### src/hw/rtl/gprb_pkg.sv
`timescale 1ns / 1ps
`default_nettype none
// ----------------------------------------------------------------------------
// gprb_pkg
// shared types and constants of the grip pressure band regulator
// ----------------------------------------------------------------------------
package gprb_pkg;

	// beat widths on the stream ports and widths of the config write port
	localparam int IN_DATA_W  = 128;
	localparam int OUT_DATA_W = 72;
	localparam int OUT_USER_W = 2;
	localparam int CFG_IDX_W  = 3;
	localparam int CFG_DATA_W = 15;

	// overheat threshold in degrees c
	localparam logic [7:0] HOT_LIMIT = 8'd75;
	// thermal disable goal magnitude, 0.5 rad in 1/8000 rad units
	localparam logic signed [15:0] DISABLE_GOAL = 16'sd4000;

	// register reset values
	localparam logic [12:0] LOWER_BAND_RST  = 13'd800;
	localparam logic [12:0] UPPER_BAND_RST  = 13'd1000;
	localparam logic [14:0] LEFT_LIMIT_RST  = 15'd8000;
	localparam logic [14:0] RIGHT_LIMIT_RST = 15'd8000;
	localparam logic [11:0] LEFT_ZERO_RST   = 12'd0;
	localparam logic [11:0] RIGHT_ZERO_RST  = 12'd130;

	typedef enum logic [1:0] {
		CMD_NONE    = 2'd0,
		CMD_THERMAL = 2'd1,
		CMD_RELEASE = 2'd2,
		CMD_SQUEEZE = 2'd3
	} cmd_kind_t;

	typedef enum logic [CFG_IDX_W-1:0] {
		REG_LOWER_BAND  = 3'd0,
		REG_UPPER_BAND  = 3'd1,
		REG_LEFT_LIMIT  = 3'd2,
		REG_RIGHT_LIMIT = 3'd3,
		REG_LEFT_ZERO   = 3'd4,
		REG_RIGHT_ZERO  = 3'd5,
		REG_REG_ENABLE  = 3'd6,
		REG_GRIP_CLOSED = 3'd7
	} reg_idx_t;

	typedef struct packed {
		logic [12:0] lower_band;
		logic [12:0] upper_band;
		logic [14:0] left_limit;
		logic [14:0] right_limit;
		logic [11:0] left_zero_sum;
		logic [11:0] right_zero_sum;
		logic        regulate_enable;
		logic        gripper_closed;
	} cfg_t;

	typedef struct packed {
		logic [9:0]         press_l0;
		logic [9:0]         press_l1;
		logic [9:0]         press_l2;
		logic [9:0]         press_l3;
		logic [9:0]         press_r0;
		logic [9:0]         press_r1;
		logic [9:0]         press_r2;
		logic [9:0]         press_r3;
		logic [7:0]         left_temp;
		logic [7:0]         right_temp;
		logic signed [15:0] left_target;
		logic signed [15:0] right_target;
	} in_item_t;

	typedef struct packed {
		logic [11:0]        left_total;
		logic [11:0]        right_total;
		logic [12:0]        grip_total;
		logic               overheated;
		cmd_kind_t          cmd_kind;
		logic signed [15:0] left_goal;
		logic signed [15:0] right_goal;
	} out_item_t;

endpackage
`default_nettype wire

### src/hw/rtl/gprb_calc.sv
`timescale 1ns / 1ps
`default_nettype none
// ----------------------------------------------------------------------------
// gprb_calc
// per-tick pressure totals, overheat check and band regulation step
// ----------------------------------------------------------------------------
module gprb_calc
	import gprb_pkg::*;
(
	input  wire in_item_t  item,
	input  wire cfg_t      cfg,
	input  wire logic      latch_cur,
	output out_item_t      result,
	output logic           latch_next
);

	logic [11:0]        lsum, rsum;
	logic [11:0]        ltot, rtot;
	logic [12:0]        grip;
	logic               hot;
	logic               regulate;
	logic [12:0]        rel_step, sqz_step;
	logic signed [17:0] lcur, rcur, rel_s, sqz_s, llim, rlim;
	logic signed [17:0] l_rel_sum, r_rel_dif, l_sqz_dif, r_sqz_sum;
	logic signed [17:0] lg_rel, rg_rel, lg_sqz, rg_sqz;

	always_comb begin
		lsum = 12'(item.press_l0) + 12'(item.press_l1) + 12'(item.press_l2)
			+ 12'(item.press_l3);
		rsum = 12'(item.press_r0) + 12'(item.press_r1) + 12'(item.press_r2)
			+ 12'(item.press_r3);
		ltot = (lsum > cfg.left_zero_sum) ? lsum - cfg.left_zero_sum : 12'd0;
		rtot = (rsum > cfg.right_zero_sum) ? rsum - cfg.right_zero_sum : 12'd0;
		grip = 13'(ltot) + 13'(rtot);

		hot        = (item.left_temp >= HOT_LIMIT) || (item.right_temp >= HOT_LIMIT);
		latch_next = hot;
		regulate   = cfg.regulate_enable && cfg.gripper_closed && !hot;

		rel_step = grip - cfg.upper_band;
		sqz_step = cfg.lower_band - grip;
		lcur = 18'(item.left_target);
		rcur = 18'(item.right_target);
		rel_s = $signed({5'd0, rel_step});
		sqz_s = $signed({5'd0, sqz_step});
		llim = $signed({3'd0, cfg.left_limit});
		rlim = $signed({3'd0, cfg.right_limit});

		// release: open both fingers by the error, clamp at the limits
		l_rel_sum = lcur + rel_s;
		r_rel_dif = rcur - rel_s;
		lg_rel = (l_rel_sum < llim) ? l_rel_sum : llim;
		rg_rel = (r_rel_dif > -rlim) ? r_rel_dif : -rlim;

		// squeeze: close both fingers by the error, clamp at the limits
		l_sqz_dif = lcur - sqz_s;
		r_sqz_sum = rcur + sqz_s;
		lg_sqz = (l_sqz_dif > -llim) ? l_sqz_dif : -llim;
		rg_sqz = (r_sqz_sum < rlim) ? r_sqz_sum : rlim;

		result.left_total  = ltot;
		result.right_total = rtot;
		result.grip_total  = grip;
		result.overheated  = hot;
		result.cmd_kind    = CMD_NONE;
		result.left_goal   = '0;
		result.right_goal  = '0;

		if (hot && !latch_cur) begin
			result.cmd_kind   = CMD_THERMAL;
			result.left_goal  = -DISABLE_GOAL;
			result.right_goal = DISABLE_GOAL;
		end

		// release wins over squeeze when the band is inverted
		priority if (regulate && (grip > cfg.upper_band)) begin
			if ((lg_rel < llim) || (rg_rel > -rlim)) begin
				result.cmd_kind   = CMD_RELEASE;
				result.left_goal  = lg_rel[15:0];
				result.right_goal = rg_rel[15:0];
			end
		end else if (regulate && (grip < cfg.lower_band)) begin
			if ((lg_sqz > -llim) || (rg_sqz < rlim)) begin
				result.cmd_kind   = CMD_SQUEEZE;
				result.left_goal  = lg_sqz[15:0];
				result.right_goal = rg_sqz[15:0];
			end
		end else begin
			result.left_goal = result.left_goal;
		end
	end

endmodule
`default_nettype wire

### src/hw/rtl/grip_pressure_band_regulator.sv
`timescale 1ns / 1ps
`default_nettype none
// an accepted input beat goes through the input register and then the result register to the output
// throughput: one beat per cycle unless the output stalls; the two registers form a two-deep pipe
// while a result waits, an input beat is taken only if the input register is empty
// reset: arst_n clears valids and the overheat latch, config registers load defaults
// ----------------------------------------------------------------------------
// grip_pressure_band_regulator
// gripper pressure totals, overheat disable and pressure band regulation
// ----------------------------------------------------------------------------
module grip_pressure_band_regulator
	import gprb_pkg::*;
(
	input  wire logic                  clk,
	input  wire logic                  arst_n,
	// config write port
	input  wire logic                  cfg_we,
	input  wire logic [CFG_IDX_W-1:0]  cfg_index,
	input  wire logic [CFG_DATA_W-1:0] cfg_data,
	// input stream
	input  wire logic                  s_axis_tvalid,
	output logic                       s_axis_tready,
	// press_l0..l3, press_r0..r3 (10b each), left_temp, right_temp (8b),
	// left_target, right_target (16b signed)
	input  wire logic [IN_DATA_W-1:0]  s_axis_tdata,
	// output stream
	output logic                       m_axis_tvalid,
	input  wire logic                  m_axis_tready,
	// left_total (12b), right_total (12b), grip_total (13b), overheated (1b),
	// left_goal (16b signed), right_goal (16b signed), 2b zero pad
	output logic [OUT_DATA_W-1:0]      m_axis_tdata,
	// cmd_kind (2b)
	output logic [OUT_USER_W-1:0]      m_axis_tuser
);

	cfg_t      cfg_q;
	in_item_t  in_s1;
	logic      valid_s1;
	out_item_t out_s2;
	logic      valid_s2;
	logic      latch_q;

	out_item_t calc_res;
	logic      latch_next;
	logic      adv_s1;
	logic      ready_s1;
	logic      take_in;

	// config registers; the user must write them only while the pipe is empty, the block does not enforce it
	always_ff @(posedge clk or negedge arst_n) begin
		if (!arst_n) begin
			cfg_q.lower_band      <= LOWER_BAND_RST;
			cfg_q.upper_band      <= UPPER_BAND_RST;
			cfg_q.left_limit      <= LEFT_LIMIT_RST;
			cfg_q.right_limit     <= RIGHT_LIMIT_RST;
			cfg_q.left_zero_sum   <= LEFT_ZERO_RST;
			cfg_q.right_zero_sum  <= RIGHT_ZERO_RST;
			cfg_q.regulate_enable <= 1'b0;
			cfg_q.gripper_closed  <= 1'b0;
		end else if (cfg_we) begin
			unique case (reg_idx_t'(cfg_index))
				REG_LOWER_BAND:  cfg_q.lower_band      <= cfg_data[12:0];
				REG_UPPER_BAND:  cfg_q.upper_band      <= cfg_data[12:0];
				REG_LEFT_LIMIT:  cfg_q.left_limit      <= cfg_data[14:0];
				REG_RIGHT_LIMIT: cfg_q.right_limit     <= cfg_data[14:0];
				REG_LEFT_ZERO:   cfg_q.left_zero_sum   <= cfg_data[11:0];
				REG_RIGHT_ZERO:  cfg_q.right_zero_sum  <= cfg_data[11:0];
				REG_REG_ENABLE:  cfg_q.regulate_enable <= cfg_data[0];
				REG_GRIP_CLOSED: cfg_q.gripper_closed  <= cfg_data[0];
				default:         cfg_q                 <= cfg_q;
			endcase
		end
	end

	// pipe handshake: stage 2 frees when empty or drained this cycle
	assign ready_s1      = !valid_s2 || m_axis_tready;
	assign adv_s1        = valid_s1 && ready_s1;
	assign s_axis_tready = !valid_s1 || ready_s1;
	assign take_in       = s_axis_tvalid && s_axis_tready;

	// valids and the overheat latch are control state
	always_ff @(posedge clk or negedge arst_n) begin
		if (!arst_n) begin
			valid_s1 <= 1'b0;
			valid_s2 <= 1'b0;
			latch_q  <= 1'b0;
		end else begin
			if (take_in) begin
				valid_s1 <= 1'b1;
			end else if (adv_s1) begin
				valid_s1 <= 1'b0;
			end
			if (adv_s1) begin
				valid_s2 <= 1'b1;
				// latch follows item order since stage 1 holds one item
				latch_q  <= latch_next;
			end else if (m_axis_tready) begin
				valid_s2 <= 1'b0;
			end
		end
	end

	// input register, unpacked from the beat lowest field first
	always_ff @(posedge clk) begin
		if (take_in) begin
			in_s1.press_l0     <= s_axis_tdata[9:0];
			in_s1.press_l1     <= s_axis_tdata[19:10];
			in_s1.press_l2     <= s_axis_tdata[29:20];
			in_s1.press_l3     <= s_axis_tdata[39:30];
			in_s1.press_r0     <= s_axis_tdata[49:40];
			in_s1.press_r1     <= s_axis_tdata[59:50];
			in_s1.press_r2     <= s_axis_tdata[69:60];
			in_s1.press_r3     <= s_axis_tdata[79:70];
			in_s1.left_temp    <= s_axis_tdata[87:80];
			in_s1.right_temp   <= s_axis_tdata[95:88];
			in_s1.left_target  <= s_axis_tdata[111:96];
			in_s1.right_target <= s_axis_tdata[127:112];
		end
	end

	gprb_calc u_calc (
		.item           (in_s1),
		.cfg            (cfg_q),
		.latch_cur      (latch_q),
		.result         (calc_res),
		.latch_next     (latch_next)
	);

	// result register
	always_ff @(posedge clk) begin
		if (adv_s1) begin
			out_s2 <= calc_res;
		end
	end

	assign m_axis_tvalid = valid_s2;
	assign m_axis_tdata  = {2'b00, out_s2.right_goal, out_s2.left_goal, out_s2.overheated,
		out_s2.grip_total, out_s2.right_total, out_s2.left_total};
	assign m_axis_tuser  = out_s2.cmd_kind;

	// a thermal disable beat always reports the latch set
	a_thermal_hot: assert property (@(posedge clk) disable iff (!arst_n)
		(valid_s2 && (out_s2.cmd_kind == CMD_THERMAL)) |-> out_s2.overheated)
		else $error("thermal disable without overheat");

	// regulation never runs while overheated
	a_reg_cool: assert property (@(posedge clk) disable iff (!arst_n)
		(valid_s2 && ((out_s2.cmd_kind == CMD_RELEASE) || (out_s2.cmd_kind == CMD_SQUEEZE)))
		|-> !out_s2.overheated)
		else $error("regulation command while overheated");

	// a beat with no command carries zero goals
	a_idle_goals: assert property (@(posedge clk) disable iff (!arst_n)
		(valid_s2 && (out_s2.cmd_kind == CMD_NONE))
		|-> ((out_s2.left_goal == 16'sd0) && (out_s2.right_goal == 16'sd0)))
		else $error("goals nonzero without command");

	// latch register tracks the overheat bit held in the result register
	a_latch_track: assert property (@(posedge clk) disable iff (!arst_n)
		valid_s2 |-> (latch_q == out_s2.overheated))
		else $error("overheat latch out of step with result");

	// grip total is the sum of the finger totals
	a_grip_sum: assert property (@(posedge clk) disable iff (!arst_n)
		valid_s2 |-> (out_s2.grip_total == (13'(out_s2.left_total) + 13'(out_s2.right_total))))
		else $error("grip total mismatch");

endmodule
`default_nettype wire

### config.mk
export PLATFORM = sky130hd
export DESIGN_NAME = grip_pressure_band_regulator
export DESIGN_NICKNAME = d
export VERILOG_FILES = /design/src/hw/rtl/gprb_pkg.sv /design/src/hw/rtl/gprb_calc.sv /design/src/hw/rtl/grip_pressure_band_regulator.sv
export SDC_FILE = /design/constraint.sdc
export NUM_CORES = 1
export LEC_CHECK = 0
export ABC_AREA = 0
export BUFFER_PORTS_ARGS = -buffer_cell sky130_fd_sc_hd__buf_4
export CAP_MARGIN = 20
export CORE_ASPECT_RATIO = 0.7
export CORE_MARGIN = 8
export CORE_UTILIZATION = 55
export DETAILED_ROUTE_END_ITERATION = 16
export GPL_TIMING_DRIVEN = 0
export HOLD_SLACK_MARGIN = 0.02
export PLACE_DENSITY = 0.78
export SYNTH_ARGS = -nofsm -noshare
export SYNTH_HDL_FRONTEND = slang
export SYNTH_SLANG_ARGS = --single-unit
### constraint.sdc
create_clock -name clk -period 11.6 [get_ports clk]
set_input_delay 0 -clock clk [delete_from_list [all_inputs] [get_ports clk]]
set_output_delay 0 -clock clk [all_outputs]
set_load 0.01 [all_outputs]
Yosys cells after proc, flatten, opt, wreduce, memory -nomap -nowiden
Cells that the tools add are included.

Eq/ne operators: 7. Shifts and indexed selects: 0. Divide/modulo/power cells: 0. Magnitude comparators: 14. Reduce and logical (&&, ||, !) cells: 27. Bitwise logic cells: 0. Multiply operators: 0. Add/sub/neg operators: 17. Multiplexer cells: 17.

Operator list (count): 34-bit two-way mux (3); 18-bit > comparator (4); 18-bit by 16-bit < comparator with 1-bit output (4); 18-bit two-way mux (4); 12-bit by 10-bit adder with 12-bit output (4); 15-bit negation with 18-bit output (2); 16-bit by 14-bit adder with 17-bit output (2); 16-bit by 14-bit subtractor with 17-bit output (2); 33-bit two-way mux (1); 16-bit two-way mux (2); 13-bit subtractor (2); 12-bit > comparator (2); 12-bit two-way mux (2); 12-bit subtractor (2); 10-bit by 10-bit adder with 11-bit output (2); 8-bit by 7-bit greater-or-equal comparator with 1-bit output (second input constant) (2); 2-bit AND reduction (8); 12-bit by 12-bit adder with 13-bit output (1); 13-bit > comparator (1); 13-bit < comparator (1); 3-bit equality test (second input constant) (4); 1-bit logical AND (7); 3-bit by 2-bit equality test with 1-bit output (second input constant) (2); 1-bit logical OR (5); other kinds (6) (13).

Memory bits (writable): 0. Register bits: 285. Latch bits: 0. Memories kept: 0. Bits in read-only memories: 0.

Depth between registers and ports, before layout
Word-level depth: 15. Depth in mapped cells: 72. Gate-level depth less buffers: 67.

Modules after synthesis
A second synthesis with hierarchy kept.

Cell total of the unflattened synthesis: 2010. Area, all modules: 21132.8 um2.

Modules (own cells, without submodules): gprb_calc (cells each 1615, area an instance 11813.8 um2, times used 1); grip_pressure_band_regulator (cells each 395, area an instance 9318.9 um2, times used 1).

Least setup slack after synthesis
No wires, ideal clock.

Kind: register to register. Start point: register in_s1[68] in the netlist's numbering. End point: register out_s2 (netlist bit m_axis_tdata[68]), data pin. Clock period less this slack: 12.876 ns. Data required time: 11.424 ns. Path slack: -1.276 ns. Data arrival time: 12.700 ns. Setup time: 0.176 ns. Cell stages (with the launch flop): 66. Buffers on the path: 5. Cell sequence: edfxtp_1 ha_1 fa_1 inv_1 fa_1 inv_1 ha_1 fa_1 a21oi_1 nor2_1 nor2_1 o21bai_1 a21oi_1 xnor2_1 ha_1 a21o_1 a31o_2 a41o_1 (+30 left out) or3_1 ha_1 clkbuf_1 inv_1 clkbuf_1 clkbuf_1 o21ai_0 ha_1 a21o_1 a21o_1 a21oi_1 o211ai_1 or3_1 o31ai_2 buf_6 nand2_4 a21o_1 o32ai_1.

RTL lines: start, declared (RTL line grip_pressure_band_regulator.sv:37) `in_item_t in_s1;`; end signal, assigned (RTL line grip_pressure_band_regulator.sv:132) `out_s2 <= calc_res;`; end, declared (RTL line grip_pressure_band_regulator.sv:39) `out_item_t out_s2;`.

==> flow_summary_export.csv <==
group,metric,value,unit
final_layout,multi_input_area,14500,um2
synth,synth_top_family_by_area,"adder cells",
floorplan,die_h,181,um
clock_tree,cts_tree,"built",
grt,grt_use_met2,49.8,%
route,routed_wl,76900,um
timing,hold_violations,0,
synth,synth_edf_count,200,
critical_path,crit_buf_inv,14,
final_layout,finalNetCount,3132,
floorplan,start_util,55.9,%
critical_path,critical_path_class,"flip-flop to flip-flop",
run,maxCapViolCount,0,
route,drtAntennaViolNets,0,
timing,fin_crit_sh,114,%
outcome,violations,"setup timing",
placed_design,gp_congestion,0.988,
final_layout,area_growth,40.3,%
timing,drv_slew,0,
route,avgViaCountPerCell,5.98,
grt,grt_overflow,0,
critical_path,critPathRequiredTime,12010,ps
clock_tree,clockBufferDepth,3,
synth,synthMuxAreaShare,4.47,%
synth,synth_area_per_cell,10.2,um2
synth,synth_top_area_share,28.0,%
synth,synth.distinct_cells,85,
timing,fin_crit,13280,ps
critical_path,cp.arrival,13690,ps
final_layout,layout-drive-gt1-share,32.9,%
timing,fmax,0.0753,GHz
route,avgRoutedWirePerCell,23.9,um
grt,grt_pass1_vias,19500,
critical_path,r2r_cells,70,
timing,setup_slack,-1680,ps
critical_path,endpoint_kind,"flip-flop",
clock_tree,clkLatencyLatePin,590,ps
critical_path,critPathMaxStageDelay,480,ps
clock_tree,cts_sinks,285,
hold_path,hold_path.class,"primary input to flip-flop",
clock_tree,clk_pin_slew_worst_paths,80,ps
synth,synth_xor_area_share,6.32,%
clock_tree,htreeDepth,1,
grt,antenna_found_initial,7,
floorplan,fp.coreArea,38400,um2
floorplan,die_x,252,um
route,vias,19200,
critical_path,crit_cells,70,
critical_path,cp_slowest_cell,"fa_1",
final_layout,nFillCells,2340,
synth,ys.flop_type,"edfxtp_1",
synth,yosysSeqAreaShare,38.0,%
floorplan,dieArea,45700,um2
synth,synth-async-reset-ratio,29.8,%
critical_path,worstPathMaxFanout,6,
floorplan,row_count,60,
grt,use_met1,42.2,%
timing,rsz0062_at_grt,"yes",
grt,grt_usage,31.5,%
clock_tree,cts-root-buf,"clkbuf_16",
critical_path,cp_top_family,"compound AO/OA/AOI/OAI gates",
grt,top_usage_layer,"met2",
grt,grt_pass1_wl,112000,um
critical_path,startpoint_type,"flip-flop",
outcome,status,"finished, violations left",
critical_path,worst_path_most_repeated_cell,"ha_4",
synth,synth-adder-area-share,19.7,%
grt,grt_use_met3,7.97,%
grt,grt_max_degree,86,
synth,synth-seq-cells,285,
hold_path,hold-path-cell-count,2,
route,drt_first_pass_iters,6,
route,drc,0,
route,first_iter_violations,1797,
critical_path,ff2ff_setup_slack,-1680,ps
synth,synthCells,2110,
placed_design,io_buffer_count,222,
clock_tree,cts_made_buffers,31,
synth,synthesis.area,21500,um2
placed_design,hpwl,52600,um
synth,yosys.area.top_type,"edfxtp_1",
final_layout,utilization,78.4,%
synth,yosys_warnings,0,
timing,setup_viol,34,
synth,synth-simple-area-share,10.6,%
floorplan,io_pins,227,
timing,fin_skew,14.6,ps
final_layout,regArea,8160,um2
timing,worst_slew_pin_slew,1250,ps
synth,synth-compound-area-share,15.3,%
timing,setup_tns,-54410,ps
synth,yosys-top-cells-area,"edfxtp_1 (28%), ha_1 (17%), dfrtp_1 (7.2%), inv_1 (4.7%), xnor2_1 (4.4%)",
timing,timing.slew.headroom,16.1,%
-- metrics by stage --
stage          worst slack (ps)  std cells  cell area, um2  hold slack, ps
4_1_cts                   -1200       3169           29100             106
2_1_floorplan              -132       2111           21900            -296
3_3_place_gp              -3220       2860           24200             178
3_5_place_dp              -3470       2863           24200             179
6_report                  -1680       3217           30100             123
5_1_grt                   -2080       3216           30100             114
-- registers in the layout, indices dropped and copies added (netlist names) --
| signal | flops |
|---|---|
| cfg_q | 82 |
| in_s1 | 128 |
| latch_q | 1 |
| m_axis_tuser | 2 |
| m_axis_tdata | 70 |
| valid_s1 | 1 |
| m_axis_tvalid | 1 |
-- layout make-up --
class,count,share of cell area [%]
Antenna cell,4,0.0332
Tap cell,527,2.19
Multi-Input combinational cell,1516,48.0
Clock inverter,18,0.519
Sequential cell,285,27.1
Clock buffer,39,2.67
Inverter,271,3.42
Buffer,39,1.26
Timing Repair Buffer,518,14.9
-- repair_timing --
item                                    in CTS  in global routing
cloned                                       5                  1
buffers inserted                            93                 40
endpoints found under the hold margin      275                 17
pin swaps                                  109                 86
hold buffers                               152                  1
endpoints found under the setup margin      34                 34
gates resized for setup                    267                137
-- worst reg2reg max path: cells and delay by family, from the launching register on --
| kind | cells | cell delay (ps) |
|---|---|---|
| and+or+nand+nor | 9 | 1440 |
| AOI/OAI and AO/OA | 30 | 5360 |
| adders and majority gates | 11 | 3250 |
| muxes | 1 | 320 |
| buffers and inverters | 14 | 1430 |
| xor gates and xnor gates | 5 | 930 |
| DFF | 1 | 380 |
-- cell usage in the layout, fill, tap and decap left out, types with 13 or more instances in the layout --
cell / count
a21o_1: 49
a21oi_1: 79
a21oi_2: 51
buf_4: 340
buf_6: 14
clkbuf_1: 24
clkbuf_16: 36
dfrtp_1: 62
dfstp_2: 23
dlygate4sd3_1: 153
edfxtp_1: 200
fa_1: 26
ha_1: 219
ha_4: 56
inv_1: 251
inv_2: 15
mux2_2: 69
nand2_1: 114
nand2b_1: 21
nand3_1: 23
nand4_1: 30
nor2_1: 94
nor2b_1: 38
nor3_1: 24
o21a_1: 24
o21ai_0: 84
o21ai_1: 17
o21ai_2: 13
o21bai_1: 27
xnor2_1: 90
xor2_1: 31
-- synthesized netlist by cell type (25+ instances only) --
master,instances
nand3_1,25
clkbuf_1,26
o21bai_1,39
nand4_1,30
xor2_1,46
nor2_1,112
inv_1,271
nand2_1,123
mux2_2,75
nor2b_1,44
a21o_1,49
fa_1,33
o21ai_0,113
xnor2_1,109
edfxtp_1,200
a21oi_1,137
dfrtp_1,62
nor3_1,32
ha_1,286
-- worst paths after layout --
check,from,end
max,in_s1[68],m_axis_tdata[68]
min,s_axis_tdata[73],in_s1[51]
max reg2reg,in_s1[68],m_axis_tdata[68]
min reg2reg,cfg_q[0],cfg_q[0]
max in group asynchronous,arst_n,cfg_q[34]
min in group asynchronous,arst_n,cfg_q[4]
-- cells by family (layout without fill, tap and decap cells) --
family	Yosys count	after routing
AND/OR/NAND/NOR	459	459
buffers and inverters	310	885
flip-flops	285	285
other	1	6
multiplexers	86	86
adder cells (fa/ha/maj)	319	319
AO/OA/AOI/OAI	495	495
XOR/XNOR	155	155
-- layer usage --
metal,vias to the layer above,wire [um]
met5,-,0
met4,0,3120
met3,231,7840
met2,994,35200
met1,9354,30700
li1,8665,-
Power is left out: the tool's default activity adds up to more than one toggle a clock period on the data nets, which glitch-free logic cannot reach.
